**src/rtl/lrupr_pkg.sv**
```systemverilog
// Shared constants and types for the LRU page replacement unit.
package lrupr_pkg;

  localparam int MAX_FRAME_COUNT = 8;
  localparam int PAGE_BITS       = 16;

  localparam int PAGE_FIELD_W  = 16;
  localparam int FRAME_FIELD_W = 3;
  localparam int NUM_FRAMES_W  = 4;
  localparam int FAULT_W       = 32;

  localparam int FRAME_IDX_W = (MAX_FRAME_COUNT > 1) ? $clog2(MAX_FRAME_COUNT) : 1;
  localparam int RANK_W      = FRAME_IDX_W;

  localparam logic [NUM_FRAMES_W-1:0] NUM_FRAMES_RESET = NUM_FRAMES_W'(MAX_FRAME_COUNT);
  localparam logic [RANK_W-1:0]       RANK_OLDEST      = RANK_W'(MAX_FRAME_COUNT - 1);

  typedef logic [FRAME_IDX_W-1:0] frame_idx_t;
  typedef logic [RANK_W-1:0]      rank_t;
  typedef logic [PAGE_BITS-1:0]   page_t;

  typedef enum logic [1:0] {
    ST_IDLE,
    ST_SCAN,
    ST_UPDATE
  } lrupr_state_t;

  typedef struct packed {
    logic  valid;
    page_t page;
    rank_t rank;
  } frame_rd_t;

  typedef struct packed {
    logic       en;
    frame_idx_t slot;
    logic       wr_page;
    page_t      page;
    logic       slot_valid;
    rank_t      slot_rank;
  } frame_upd_t;

endpackage

```
**src/rtl/lrupr_req_if.sv**
```systemverilog
// Page reference channel: valid, ready and the referenced page.
interface lrupr_req_if;
  logic                                 valid;
  logic                                 ready;
  logic [lrupr_pkg::PAGE_FIELD_W-1:0]   page_number;

  modport source (output valid, output page_number, input ready);
  modport sink   (input valid, input page_number, output ready);
endinterface

```
**src/rtl/lrupr_rsp_if.sv**
```systemverilog
// Result channel: valid, ready and the outcome of one page reference.
interface lrupr_rsp_if;
  logic                                  valid;
  logic                                  ready;
  logic                                  fault;
  logic [lrupr_pkg::FRAME_FIELD_W-1:0]   frame_index;
  logic                                  evicted_valid;
  logic [lrupr_pkg::PAGE_FIELD_W-1:0]    evicted_page;
  logic [lrupr_pkg::FAULT_W-1:0]         fault_count;

  modport source (output valid, output fault, output frame_index, output evicted_valid,
                  output evicted_page, output fault_count, input ready);
  modport sink   (input valid, input fault, input frame_index, input evicted_valid,
                  input evicted_page, input fault_count, output ready);
endinterface

```
**src/rtl/lrupr_frame_store.sv**
```systemverilog
// Frame table: page numbers, valid bits and recency ranks with one read port.
module lrupr_frame_store (
  input  logic                  clk,
  input  logic                  rst,
  input  lrupr_pkg::frame_idx_t rd_idx,
  output lrupr_pkg::frame_rd_t  rd,
  input  lrupr_pkg::frame_upd_t upd
);
  import lrupr_pkg::*;

  page_t frame_page [MAX_FRAME_COUNT];
  logic  frame_valid [MAX_FRAME_COUNT];
  rank_t recency_rank [MAX_FRAME_COUNT];

  always_comb begin
    rd.valid = frame_valid[rd_idx];
    rd.page  = frame_page[rd_idx];
    rd.rank  = recency_rank[rd_idx];
  end

  always_ff @(posedge clk) begin
    if (upd.en && upd.wr_page) begin
      frame_page[upd.slot] <= upd.page;
    end
  end

  always_ff @(posedge clk) begin
    if (rst) begin
      for (int j = 0; j < MAX_FRAME_COUNT; j++) begin
        frame_valid[j]  <= 1'b0;
        recency_rank[j] <= '0;
      end
    end else if (upd.en) begin
      for (int j = 0; j < MAX_FRAME_COUNT; j++) begin
        if (frame_idx_t'(j) == upd.slot) begin
          frame_valid[j]  <= 1'b1;
          recency_rank[j] <= '0;
        end else if (frame_valid[j] && (!upd.slot_valid || recency_rank[j] < upd.slot_rank)
                     && recency_rank[j] < RANK_OLDEST) begin
          recency_rank[j] <= recency_rank[j] + rank_t'(1);
        end
      end
    end
  end

endmodule

```
**src/rtl/lru_page_replacement_unit.sv**
```systemverilog
// Top level of the LRU page replacement unit: sequencer, scan unit and result register.
//
//   channel   dir   handshake        payload
//   req       in    valid/ready      page_number
//   rsp       out   valid/ready      fault, frame_index, evicted_valid, evicted_page,
//                                    fault_count
//   cfg       in    cfg_wr_en        cfg_wr_data (num_frames)
//
// A transaction steps through accept, then one compare per configured frame walked by the single scan
// comparator (a hit stops the walk early; num_frames of 0 counts as 1 and above 8 as 8), then an
// update that writes the table and loads the result register.
// Reset clears valid bits, ranks, the fault count and sets num_frames to its maximum.
// A pending result stalls only the update step; req is ready whenever the sequencer is idle.
module lru_page_replacement_unit (
  input  logic                                clk,
  input  logic                                rst,
  input  logic                                cfg_wr_en,
  input  logic [lrupr_pkg::NUM_FRAMES_W-1:0]  cfg_wr_data,
  lrupr_req_if.sink                           req,
  lrupr_rsp_if.source                         rsp
);
  import lrupr_pkg::*;

  lrupr_state_t state, state_next;

  logic [NUM_FRAMES_W-1:0] num_frames;
  frame_idx_t              last_idx;

  page_t      page;
  frame_idx_t idx;
  logic       hit;
  frame_idx_t hit_idx;
  rank_t      hit_rank;
  logic       empty_found;
  frame_idx_t empty_idx;
  frame_idx_t victim_idx;
  rank_t      victim_rank;
  page_t      victim_page;
  logic [FAULT_W-1:0] fault_total;

  frame_rd_t  rd;
  frame_upd_t upd;

  logic       match;
  logic       scan_done;
  logic       update_go;
  frame_idx_t slot;

  lrupr_frame_store u_store (
    .clk    (clk),
    .rst    (rst),
    .rd_idx (idx),
    .rd     (rd),
    .upd    (upd)
  );

  always_comb begin
    priority if (num_frames == '0) begin
      last_idx = '0;
    end else if (int'(num_frames) > MAX_FRAME_COUNT) begin
      last_idx = frame_idx_t'(MAX_FRAME_COUNT - 1);
    end else begin
      last_idx = frame_idx_t'(num_frames - NUM_FRAMES_W'(1));
    end
  end

  assign match     = rd.valid && (rd.page == page);
  assign scan_done = match || (idx == last_idx);
  assign update_go = !rsp.valid || rsp.ready;

  always_comb begin
    priority if (hit) begin
      slot = hit_idx;
    end else if (empty_found) begin
      slot = empty_idx;
    end else begin
      slot = victim_idx;
    end
  end

  always_comb begin
    state_next = state;
    unique case (state)
      ST_IDLE:   if (req.valid) state_next = ST_SCAN;
      ST_SCAN:   if (scan_done) state_next = ST_UPDATE;
      ST_UPDATE: if (update_go) state_next = ST_IDLE;
      default:   state_next = ST_IDLE;
    endcase
  end

  always_comb begin
    req.ready      = (state == ST_IDLE);
    upd.en         = (state == ST_UPDATE) && update_go;
    upd.slot       = slot;
    upd.wr_page    = !hit;
    upd.page       = page;
    upd.slot_valid = hit || !empty_found;
    upd.slot_rank  = hit ? hit_rank : victim_rank;
  end

  always_ff @(posedge clk) begin
    if (rst) begin
      state       <= ST_IDLE;
      num_frames  <= NUM_FRAMES_RESET;
      fault_total <= '0;
      rsp.valid   <= 1'b0;
    end else begin
      state <= state_next;
      if (cfg_wr_en) begin
        num_frames <= cfg_wr_data;
      end
      if (rsp.valid && rsp.ready) begin
        rsp.valid <= 1'b0;
      end
      if (upd.en) begin
        rsp.valid <= 1'b1;
        if (!hit && fault_total != '1) begin
          fault_total <= fault_total + FAULT_W'(1);
        end
      end
    end
  end

  always_ff @(posedge clk) begin
    if (state == ST_IDLE && req.valid) begin
      page        <= PAGE_BITS'(req.page_number);
      idx         <= '0;
      hit         <= 1'b0;
      empty_found <= 1'b0;
    end
    if (state == ST_SCAN) begin
      if (match) begin
        hit      <= 1'b1;
        hit_idx  <= idx;
        hit_rank <= rd.rank;
      end else begin
        if (!rd.valid && !empty_found) begin
          empty_found <= 1'b1;
          empty_idx   <= idx;
        end
        if (idx == '0 || rd.rank > victim_rank) begin
          victim_idx  <= idx;
          victim_rank <= rd.rank;
          victim_page <= rd.page;
        end
      end
      if (!scan_done) begin
        idx <= idx + frame_idx_t'(1);
      end
    end
    if (upd.en) begin
      rsp.fault         <= !hit;
      rsp.frame_index   <= FRAME_FIELD_W'(slot);
      rsp.evicted_valid <= !hit && !empty_found;
      rsp.evicted_page  <= (!hit && !empty_found) ? PAGE_FIELD_W'(victim_page) : '0;
      rsp.fault_count   <= (!hit && fault_total != '1) ? fault_total + FAULT_W'(1)
                                                        : fault_total;
    end
  end

endmodule

```
**src/flat_wrapper.sv**
```systemverilog
// flat-port wrapper written by rule: the top's interface ports become plain ports
module lru_page_replacement_unit_flat import lrupr_pkg::*;
  (clk, rst, cfg_wr_en, cfg_wr_data, req_valid, req_page_number, req_ready, rsp_valid, rsp_fault, rsp_frame_index, rsp_evicted_valid, rsp_evicted_page, rsp_fault_count, rsp_ready);
  lrupr_req_if req_i ();
  lrupr_rsp_if rsp_i ();
  input  logic clk;
  input  logic rst;
  input  logic cfg_wr_en;
  input  logic [lrupr_pkg::NUM_FRAMES_W-1:0] cfg_wr_data;
  input wire logic [$bits(req_i.valid)-1:0] req_valid;
  input wire logic [$bits(req_i.page_number)-1:0] req_page_number;
  output wire logic [$bits(req_i.ready)-1:0] req_ready;
  output wire logic [$bits(rsp_i.valid)-1:0] rsp_valid;
  output wire logic [$bits(rsp_i.fault)-1:0] rsp_fault;
  output wire logic [$bits(rsp_i.frame_index)-1:0] rsp_frame_index;
  output wire logic [$bits(rsp_i.evicted_valid)-1:0] rsp_evicted_valid;
  output wire logic [$bits(rsp_i.evicted_page)-1:0] rsp_evicted_page;
  output wire logic [$bits(rsp_i.fault_count)-1:0] rsp_fault_count;
  input wire logic [$bits(rsp_i.ready)-1:0] rsp_ready;
  assign req_i.valid = req_valid;
  assign req_i.page_number = req_page_number;
  assign req_ready = req_i.ready;
  assign rsp_valid = rsp_i.valid;
  assign rsp_fault = rsp_i.fault;
  assign rsp_frame_index = rsp_i.frame_index;
  assign rsp_evicted_valid = rsp_i.evicted_valid;
  assign rsp_evicted_page = rsp_i.evicted_page;
  assign rsp_fault_count = rsp_i.fault_count;
  assign rsp_i.ready = rsp_ready;
  lru_page_replacement_unit u_core (.clk(clk), .rst(rst), .cfg_wr_en(cfg_wr_en), .cfg_wr_data(cfg_wr_data), .req(req_i), .rsp(rsp_i));
endmodule
```
**config.mk**
```make
export PLATFORM = sky130hd
export DESIGN_NAME = lru_page_replacement_unit_flat
export DESIGN_NICKNAME = d
export VERILOG_FILES = /design/src/rtl/lrupr_pkg.sv /design/src/rtl/lrupr_req_if.sv /design/src/rtl/lrupr_rsp_if.sv /design/src/rtl/lrupr_frame_store.sv /design/src/rtl/lru_page_replacement_unit.sv /design/src/flat_wrapper.sv
export SDC_FILE = /design/constraint.sdc
export NUM_CORES = 1
export LEC_CHECK = 0
export BUFFER_PORTS_ARGS = -buffer_cell sky130_fd_sc_hd__buf_4
export CAP_MARGIN = 30
export CORE_MARGIN = 4
export CORE_UTILIZATION = 40
export DETAILED_ROUTE_END_ITERATION = 10
export GPL_TIMING_DRIVEN = 0
export HOLD_SLACK_MARGIN = 0.15
export SLEW_MARGIN = 20
export SYNTH_ARGS = -nofsm -noshare
export SYNTH_HDL_FRONTEND = slang
export SYNTH_HIERARCHICAL = 1
export SYNTH_SLANG_ARGS = --single-unit
```
**constraint.sdc**
```tcl
create_clock -name clk -period 3.9 [get_ports clk]
set_clock_uncertainty 0.15 [all_clocks]
set_input_delay 0.78 -clock clk [delete_from_list [all_inputs] [get_ports clk]]
set_output_delay 0.78 -clock clk [all_outputs]
set_load 0.02 [all_outputs]
```
==> results of run 1 <==
[synthesized netlist by cell type (6+ instances only)]
library cell  count  area (µm²)
o211ai_1          7        52.6
o21ai_1           9        45.0
nor3_1           26         130
inv_1            27         101
nor4_1            9        56.3
and2_1           19         119
xnor2_1          37         324
dfxtp_1          49         981
clkbuf_1         14        52.6
edfxtp_1        255        7660
buf_2            15        75.1
nand2_1          50         188
nor2_1           77         289
or3_1            11        68.8
a21oi_1          19        95.1
o21ai_0          21         105
a211oi_1          6        45.0
mux2_2           22         248
nand4_1          13        81.3
nand3_1          23         115
mux4_1           38         998
ha_1             31         388
xor2_1           41         359
and4_1            9        78.8
mux2i_1           9        90.1
and3_1            7        43.8
nand2b_1         11        68.8
[stage by stage]
step | utilization | hold WS (ns) | setup WS, ns | cells
after CTS | 0.483 | 0.267 | 0.000560 | 1504
after detailed placement | 0.448 | 0.342 | -0.663 | 1438
after global placement | 0.444 | 0.330 | -1.39 | 1433
after global routing | 0.484 | 0.271 | 0.0416 | 1504
after floorplan | - | 0.292 | 0.0742 | 913
final | 0.484 | 0.288 | 0.173 | 1504
[per-layer routing]
layer / up-vias / routed length (µm) / global-route usage
li1: 3720 / - / -
met5: - / 0 / 0
met1: 3866 / 13600 / 0.220
met3: 53 / 1660 / 0.0279
met2: 214 / 13900 / 0.265
met4: 0 / 726 / 0.0500
[worst max path at each step]
| stage | from | to | slack, ns | cells past startpoint |
|---|---|---|---|---|
| 6_report | u_core/idx[1]$_DFF_P_ | u_core/idx[1]$_DFF_P_ | 0.17 | 11 |
| 5_1_grt | u_core/idx[1]$_DFF_P_ | u_core/idx[1]$_DFF_P_ | 0.04 | 11 |
| 4_1_cts | u_core/idx[0]$_DFF_P_ | u_core/idx[1]$_DFF_P_ | 0.0006 | 10 |
| 3_5_place_dp | u_core/idx[1]$_DFF_P_ | u_core/idx[1]$_DFF_P_ | -0.66 | 10 |
| 3_3_place_gp | u_core/idx[1]$_DFF_P_ | u_core/victim_page[3]$_DFFE_PP_ | -1.39 | 10 |
| 2_1_floorplan | rsp_ready | u_core/u_store/recency_rank[3][0]$_SDFFCE_PN0P_ | 0.07 | 8 |
[registers in the layout, summed over array words and instances (netlist names), 2 cells and up]
name,count
u_core/u_store/frame_page,128
u_core/fault_total,32
u_core/rsp.fault_count,32
u_core/u_store/recency_rank,24
u_core/page,16
u_core/rsp.evicted_page,16
u_core/victim_page,16
u_core/u_store/frame_valid,8
u_core/num_frames,4
u_core/empty_idx,3
u_core/hit_idx,3
u_core/hit_rank,3
u_core/idx,3
u_core/rsp.frame_index,3
u_core/victim_idx,3
u_core/victim_rank,3
u_core/state,2
[final cells by class]
cell class,instances,area (µm²)
Fill cell,2824,16900
Inverter,29,114
Multi-Input combinational cell,543,4550
Clock inverter,18,164
Clock buffer,46,948
Buffer,37,206
Timing Repair Buffer,85,677
Tap cell,442,553
Sequential cell,304,8640
[where the power goes]
part / total, mW / internal [mW] / switching (mW)
combinational: 1.77 / 0.758 / 1.01
sequential: 3.95 / 3.82 / 0.131
clock: 3.15 / 1.86 / 1.29
[kinds of logic after synthesis]
family / Yosys count / synth area share
flip-flops: 304 / 0.645
AND/OR/NAND/NOR: 274 / 0.105
AO/OA/AOI/OAI: 88 / 0.0437
XOR/XNOR: 78 / 0.0510
multiplexers: 71 / 0.103
buffers and inverters: 66 / 0.0230
adder cells (fa/ha/maj): 32 / 0.0297
[placed cells by master, fill, tap and decap left out, types with 7 or more instances in the layout]
master / n
edfxtp_1: 255
buf_4: 82
nor2_1: 69
nand2_1: 49
dfxtp_1: 47
xor2_1: 41
mux4_1: 38
xnor2_1: 37
clkbuf_16: 36
ha_1: 31
inv_1: 27
nor3_1: 25
clkbuf_1: 23
nand3_1: 23
mux2_2: 22
o21ai_0: 21
and2_1: 19
a21oi_1: 19
buf_2: 14
nand4_1: 13
nand2b_1: 11
or3_1: 11
and4_1: 9
o21ai_1: 9
mux2i_1: 9
and3_1: 7
nor4_1: 7
o211ai_1: 7
[worst register-to-register path: stages, from the launching register on]
cell and delay, ns:
dfxtp_2 0.49, buf_4 0.29, clkbuf_4 0.30, mux4_1 0.31, mux2_2 0.31, xor2_1 0.16, nor4_1 0.43, nand4_1 0.14
buf_4 0.18, o31ai_4 0.30, a31o_2 0.22, mux2_2 0.34
[repair_timing]
action | 4_1_cts | 5_1_grt
hold buffers | 0 | 0
buffers inserted | 2 | 0
pin swaps | 1 | 0
setup endpoints to repair | 34 | 16
gates resized for setup | 6 | 5
==> results.cfg, run 1 <==
[status]
status = finished clean

[clocking]
cts.htree.levels = 2
worstSkewPairLatency_ns = 0.51
clkSinkCount = 304
cts_max_path_buffers = 3
cts_buffers = 35
root_buffer = clkbuf_16
cts_tree = done
clk_pin_slew_ns = 0.06

[routing]
drt-initial-drc-count = 469
dr.pass1.iters = 6
vias = 7853
postRouteWirelength_um = 29800
vias_per_cell = 5.22
wl_per_cell_um = 19.8
route.detailed.drc = 0
drtAntennaViolNets = 0

[critical_path]
rrSetupSlack_ns = 0.17
cp.buffers_inverters = 3
worst-path-max-fanout = 11
r2r_end = u_core/idx[1]$_DFF_P_
path_cells = buf_4 > clkbuf_4 > mux4_1 > mux2_2 > xor2_1 > nor4_1 > nand4_1 > buf_4 > o31ai_4 > a31o_2 > mux2_2
slowest_delay_ns = 0.49
cp_top_family = multiplexers
end_kind = flop
critical_path.slowest_cell = dfxtp_2
critPathLaunchType = flop
critPathRequiredTime_ns = 4.13
worst-endpoint-arrival_ns = 3.96
reg2regPathDepth = 11
path_class = flop to flop
reg2reg_from = u_core/idx[1]$_DFF_P_

[timing]
hold_viol_final = 0
max_slew_margin = 0.456
clock.fmax_ghz = 0.268
finalSetupViolations = 0
worst-slew-pin-transition_ns = 0.816
drv_slew = 0
fin_setup_tns_ns = 0
rsz0062_at_grt = no
timing.final.crit_share = 0.956
min_period_ns = 3.73

[finish]
nNetsFinal = 1091
diodes = 0
drive_above_1_share = 0.200
finalInstanceArea_um2 = 15900
area_growth_pct = 18.3

[floorplan]
start_util = 0.409
rows = 66
core_area_um2 = 32800
die_h_um = 191
io_pins = 80
die_w_um = 191
die_area_um2 = 36500

[grt]
grt_pass1_wl_um = 45300
grt_max_degree = 62
overflow = 0
grt_usage = 0.161
antenna_found_initial = 0
grt_pass1_vias = 7748

[logic_synthesis]
seq_area_frac_synth = 0.645
yosysUniqueCellTypes = 61
synth_nets = 969
synth_edf_count = 255
synth_flop_cell = edfxtp_1
synth-async-reset-ratio = 0
synth_seq_cells = 304
syn_avg_cell_area_um2 = 14.7
yosys_warnings = 6
syn-cell-area_um2 = 13400
synthCells = 913

[placed_design]
numPortBuffers = 78
postPlaceCellArea_um2 = 14700
place_hpwl_um = 19500
gp_congestion = 0.820

[worst_hold_path]
min-delay-start = req_page_number[1]
min_path_type = input pin to flop
min_path_cells = 1
hold-path-endpoint = u_core/page[1]$_DFFE_PP_

[power_and_ir_drop]
p_leak_nw = 5.60
power_density_nw_per_um2 = 560
irDropWorstVdd_mv = 0.283
finalPower_mw = 8.87

[job]
drv_cap = 0
No activity file was read; power rests on OpenSTA's default activity.
==> inputs of run 2 (changes only) <==
--- a/config.mk
+++ b/config.mk
@@ -12,6 +12,7 @@
 export DETAILED_ROUTE_END_ITERATION = 10
 export GPL_TIMING_DRIVEN = 0
 export HOLD_SLACK_MARGIN = 0.15
+export MAX_ROUTING_LAYER = met4
 export SLEW_MARGIN = 20
 export SYNTH_ARGS = -nofsm -noshare
 export SYNTH_HDL_FRONTEND = slang
==> results.cfg, run 2 (synthesis gave the netlist of run 1 again) <==
[clocking]
cts_max_path_buffers = 3
root_buffer = clkbuf_16
cts.htree.levels = 2
worstSkewPairLatency_ns = 0.51
clk_pin_slew_ns = 0.06
cts_buffers = 35
cts_tree = done
clkSinkCount = 304

[critical_path]
rrSetupSlack_ns = 0.19
r2r_end = u_core/idx[1]$_DFF_P_
timing.critical_path.to = u_core/idx[1]$_DFF_P_
path_cells = buf_4 > clkbuf_4 > mux4_1 > mux2_2 > xor2_1 > nor4_1 > nand4_1 > buf_4 > o31ai_4 > a31o_2 > mux2_2
reg2regPathDepth = 11
end_kind = flop
crit_start = u_core/idx[1]$_DFF_P_
cp.buffers_inverters = 3
critPathRequiredTime_ns = 4.14
slowest_delay_ns = 0.49
critPathLaunchType = flop
worst-endpoint-arrival_ns = 3.95
critical_path.slowest_cell = dfxtp_2
cp_num_cells = 11
worst-path-max-fanout = 11
path_class = flop to flop
cp_top_family = multiplexers
reg2reg_from = u_core/idx[1]$_DFF_P_

[timing]
fin_setup_tns_ns = 0
min_period_ns = 3.71
drv_slew = 0
worst_slack_ns = 0.187
timing.final.crit_share = 0.952
clock.fmax_ghz = 0.269
hold_viol_final = 0
finalSetupViolations = 0
rsz0062_at_grt = no
max_slew_margin = 0.450
holdWs_ns = 0.289
worst-slew-pin-transition_ns = 0.826

[finish]
top_regs = u_core/u_store/frame_page: 128 flops, u_core/fault_total: 32 flops, u_core/rsp.fault_count: 32 flops
postLayoutCoreUtil = 0.484
area_growth_pct = 18.3
nNetsFinal = 1091
finalInstanceArea_um2 = 15900
largest_register = u_core/u_store/frame_page
drive_above_1_share = 0.200
largest_register_ffs = 128
layout_common_cells = 255 x edfxtp_1, 82 x buf_4, 69 x nor2_1
final_cells = 1504
diodes = 0
final_common_cell = edfxtp_1

[routing]
route.detailed.drc = 0
wl_per_cell_um = 19.8
drtAntennaViolNets = 0
vias = 7916
drt-initial-drc-count = 482
vias_per_cell = 5.26
dr.pass1.iters = 7
postRouteWirelength_um = 29800

[grt]
use_met1 = 0.220
grt_max_degree = 62
grt_pass1_vias = 7742
gr-max-usage-layer = met2
grt_usage = 0.166
grtUsageMet3 = 0.0278
grt_pass1_wl_um = 45300
overflow = 0
use_met2 = 0.265
antenna_found_initial = 0

[placed_design]
place_hpwl_um = 19500
dp_slack_ns = -0.663
postPlaceCellArea_um2 = 14700
numPortBuffers = 78
gp_congestion = 0.832
place_inst = 1438

[job]
drv_cap = 0

[floorplan]
rows = 66
start_util = 0.409
die_area_um2 = 36500
io_pins = 80
core_area_um2 = 32800
die_w_um = 191
die_h_um = 191

[power_and_ir_drop]
irDropWorstVdd_mv = 0.283
p_leak_nw = 5.60
power_density_nw_per_um2 = 560
finalPower_mw = 8.88

[worst_hold_path]
min_path_type = input pin to flop

[status]
status = finished clean
[run 2: cell counts in the layout (fill, tap and decap cells not counted)]
No cell type changed its count.
[run 2: how the worst min path moves through the flow]
stage	from	to	depth (start not counted)
after floorplan	u_core/u_store/frame_valid[1]$_DFF_P_	u_core/u_store/frame_valid[1]$_DFF_P_	2
after global placement	u_core/u_store/frame_valid[1]$_DFF_P_	u_core/u_store/frame_valid[1]$_DFF_P_	2
after detailed placement	u_core/u_store/frame_valid[1]$_DFF_P_	u_core/u_store/frame_valid[1]$_DFF_P_	2
after CTS	req_page_number[10]	u_core/page[10]$_DFFE_PP_	1
after global routing	req_page_number[13]	u_core/page[13]$_DFFE_PP_	1
final	req_page_number[1]	u_core/page[1]$_DFFE_PP_	1
[run 2: repair_timing]
action                                  in CTS  in global routing
buffers inserted                             2                  0
resized for setup                            6                  5
hold buffers                                 0                  0
pin swaps                                    1                  0
endpoints found under the setup margin      34                 25
[run 2: cell type report]
type / count / area, µm²
sequential: 304 / 8640
clock buffer: 46 / 948
timing repair buffer: 85 / 677
fill: 2824 / 16900
inverter: 29 / 114
tap: 442 / 553
clock inverter: 18 / 164
buffer: 37 / 206
multi-input combinational: 543 / 4550
[run 2: metal layers]
layer | share of wire | routed length, µm | up-vias
li1 | - | - | 3721
met1 | 0.45 | 13400 | 3890
met2 | 0.47 | 14000 | 248
met3 | 0.060 | 1780 | 57
met4 | 0.024 | 715 | 0
met5 | 0 | 0 | -
[run 2: power by group]
part           leakage (nW)  total (mW)  internal [mW]  switching [mW]
Combinational          2.34        1.77          0.758            1.01
Sequential             2.73        3.95           3.82           0.132
Clock                 0.534        3.15           1.86            1.29
[run 2: worst reg2reg max path, cell delays in order (launching register included)]
cell and delay [ns]:
dfxtp_2 0.49, buf_4 0.29, clkbuf_4 0.29, mux4_1 0.30
mux2_2 0.31, xor2_1 0.16, nor4_1 0.42, nand4_1 0.14
buf_4 0.18, o31ai_4 0.29, a31o_2 0.22, mux2_2 0.34
==> inputs of run 3 (changes only) <==
==> constraint.sdc (replaced) <==
create_clock -name clk -period 3.9 [get_ports clk]
set_clock_uncertainty 0.15 [all_clocks]
set_input_delay 0.195 -clock clk [delete_from_list [all_inputs] [get_ports clk]]
set_output_delay 0.195 -clock clk [all_outputs]
set_load 0.02 [all_outputs]
==> results.cfg, run 3 (synthesis gave the netlist of run 1 again) <==
[job]
drv_cap = 0

[critical_path]
cp_top_family = multiplexers
critPathRequiredTime_ns = 4.14
reg2regPathDepth = 10
critical_path.slowest_cell = mux4_1
slowest_delay_ns = 0.59
worst-endpoint-arrival_ns = 3.94
path_class = flop to flop
cp.buffers_inverters = 2
end_kind = flop
reg2reg_from = u_core/idx[0]$_DFF_P_
path_cells = buf_6 > buf_6 > mux4_1 > mux2_2 > xor2_1 > nor4_1 > nand2_1 > o31ai_4 > a31o_2 > mux2_2
worst-path-max-fanout = 10
rrSetupSlack_ns = 0.20
r2r_end = u_core/idx[1]$_DFF_P_
critPathLaunchType = flop

[finish]
final_cells = 1534
finalInstanceArea_um2 = 16300
drive_above_1_share = 0.202
fill_cells = 2801
top_regs = u_core/u_store/frame_page: 128 flops, u_core/fault_total: 32 flops, u_core/rsp.fault_count: 32 flops
largest_register_ffs = 128
area_growth_pct = 21.6
final_common_cell = edfxtp_1
largest_register = u_core/u_store/frame_page
regArea_um2 = 8640
multi_input_area_um2 = 4520
diodes = 0
nNetsFinal = 1123
layout_common_cells = 255 x edfxtp_1, 86 x buf_4, 69 x nor2_1

[floorplan]
die_w_um = 191
die_h_um = 191
rows = 66
io_pins = 80
start_util = 0.409
core_area_um2 = 32800
die_area_um2 = 36500

[timing]
rsz0062_at_grt = no
min_period_ns = 3.70
clock.fmax_ghz = 0.271
worst-slew-pin-transition_ns = 0.869
timing.final.crit_share = 0.948
drv_slew = 0
fin_setup_tns_ns = 0
holdWs_ns = 0.243
max_slew_margin = 0.420
worst_slack_ns = 0.204
hold_viol_final = 0
finalSetupViolations = 0

[grt]
overflow = 0
grt_max_degree = 62
antenna_found_initial = 0
grt_usage = 0.166
grt_pass1_vias = 7766
grt_pass1_wl_um = 45200

[placed_design]
postPlaceCellArea_um2 = 14700
gp_congestion = 0.854
place_hpwl_um = 19500
numPortBuffers = 78
dp_slack_ns = -0.638
place_inst = 1441

[power_and_ir_drop]
power_density_nw_per_um2 = 566
p_leak_nw = 5.81
irDropWorstVdd_mv = 0.335

[routing]
drt-initial-drc-count = 590
postRouteWirelength_um = 29600
dr.pass1.iters = 5
drtAntennaViolNets = 0
wl_per_cell_um = 19.3
vias_per_cell = 5.19
vias = 7956
route.detailed.drc = 0

[clocking]
worstSkewPairLatency_ns = 0.51
clk_pin_slew_ns = 0.06
clkSinkCount = 304
cts_buffers = 34
cts_tree = done
cts_max_path_buffers = 3
root_buffer = clkbuf_16
cts.htree.levels = 2

[worst_hold_path]
min_path_cells = 2
min_path_type = input pin to flop
hold-path-endpoint = u_core/page[0]$_DFFE_PP_
min-delay-start = req_page_number[0]

[status]
status = finished clean
-- run 3: how the worst max path moves through the flow --
stage | from | to | slack [ns] | cells past startpoint
2_1_floorplan | u_core/state[0]$_SDFFE_PP0P_ | u_core/u_store/frame_page[6][0]$_DFFE_PP_ | 0.20 | 6
3_3_place_gp | u_core/state[0]$_SDFFE_PP0P_ | u_core/u_store/frame_page[6][3]$_DFFE_PP_ | -1.78 | 6
3_5_place_dp | u_core/idx[1]$_DFF_P_ | u_core/victim_page[3]$_DFFE_PP_ | -0.64 | 10
4_1_cts | u_core/idx[1]$_DFF_P_ | u_core/idx[1]$_DFF_P_ | 0.05 | 9
5_1_grt | u_core/idx[1]$_DFF_P_ | u_core/idx[1]$_DFF_P_ | 0.007 | 11
6_report | u_core/idx[0]$_DFF_P_ | u_core/idx[1]$_DFF_P_ | 0.20 | 10
-- run 3: timing repair --
action	in CTS	in global routing
pin swaps	1	1
gates resized for setup	7	2
setup buffers	2	1
hold endpoints to repair	33	0
endpoints found under the setup margin	34	18
hold buffers	28	0
-- run 3: power by group --
part	switching, mW	internal (mW)	leakage (nW)
clock network	1.29	2.18	0.606
logic	1.01	0.792	2.47
registers	0.127	3.82	2.73
total	2.43	6.79	5.81
-- run 3: routing by layer --
| metal | GRT usage | part of all wire | wire, µm | up-vias |
|---|---|---|---|---|
| met4 | 0.0464 | 0.024 | 697 | 0 |
| met1 | 0.229 | 0.46 | 13500 | 3859 |
| li1 | - | - | - | 3799 |
| met2 | 0.255 | 0.46 | 13500 | 247 |
| met5 | - | 0 | 0 | - |
| met3 | 0.0289 | 0.063 | 1870 | 51 |
-- run 3: stage by stage --
step                power [mW]   util
floorplan                 5.15      -
global placement          5.71  0.443
detailed placement        5.79  0.448
CTS                       9.32  0.496
global route              9.64  0.497
finish                    9.22  0.497
-- run 3: cell type report --
type / count / area share
plain buffers: 37 / 0.0127
clock buffers: 41 / 0.0570
clock inverters: 20 / 0.0189
inverters: 29 / 0.00699
multi-input cells: 543 / 0.278
flip-flops and latches: 304 / 0.530
well taps: 442 / 0.0339
repair buffers: 118 / 0.0625
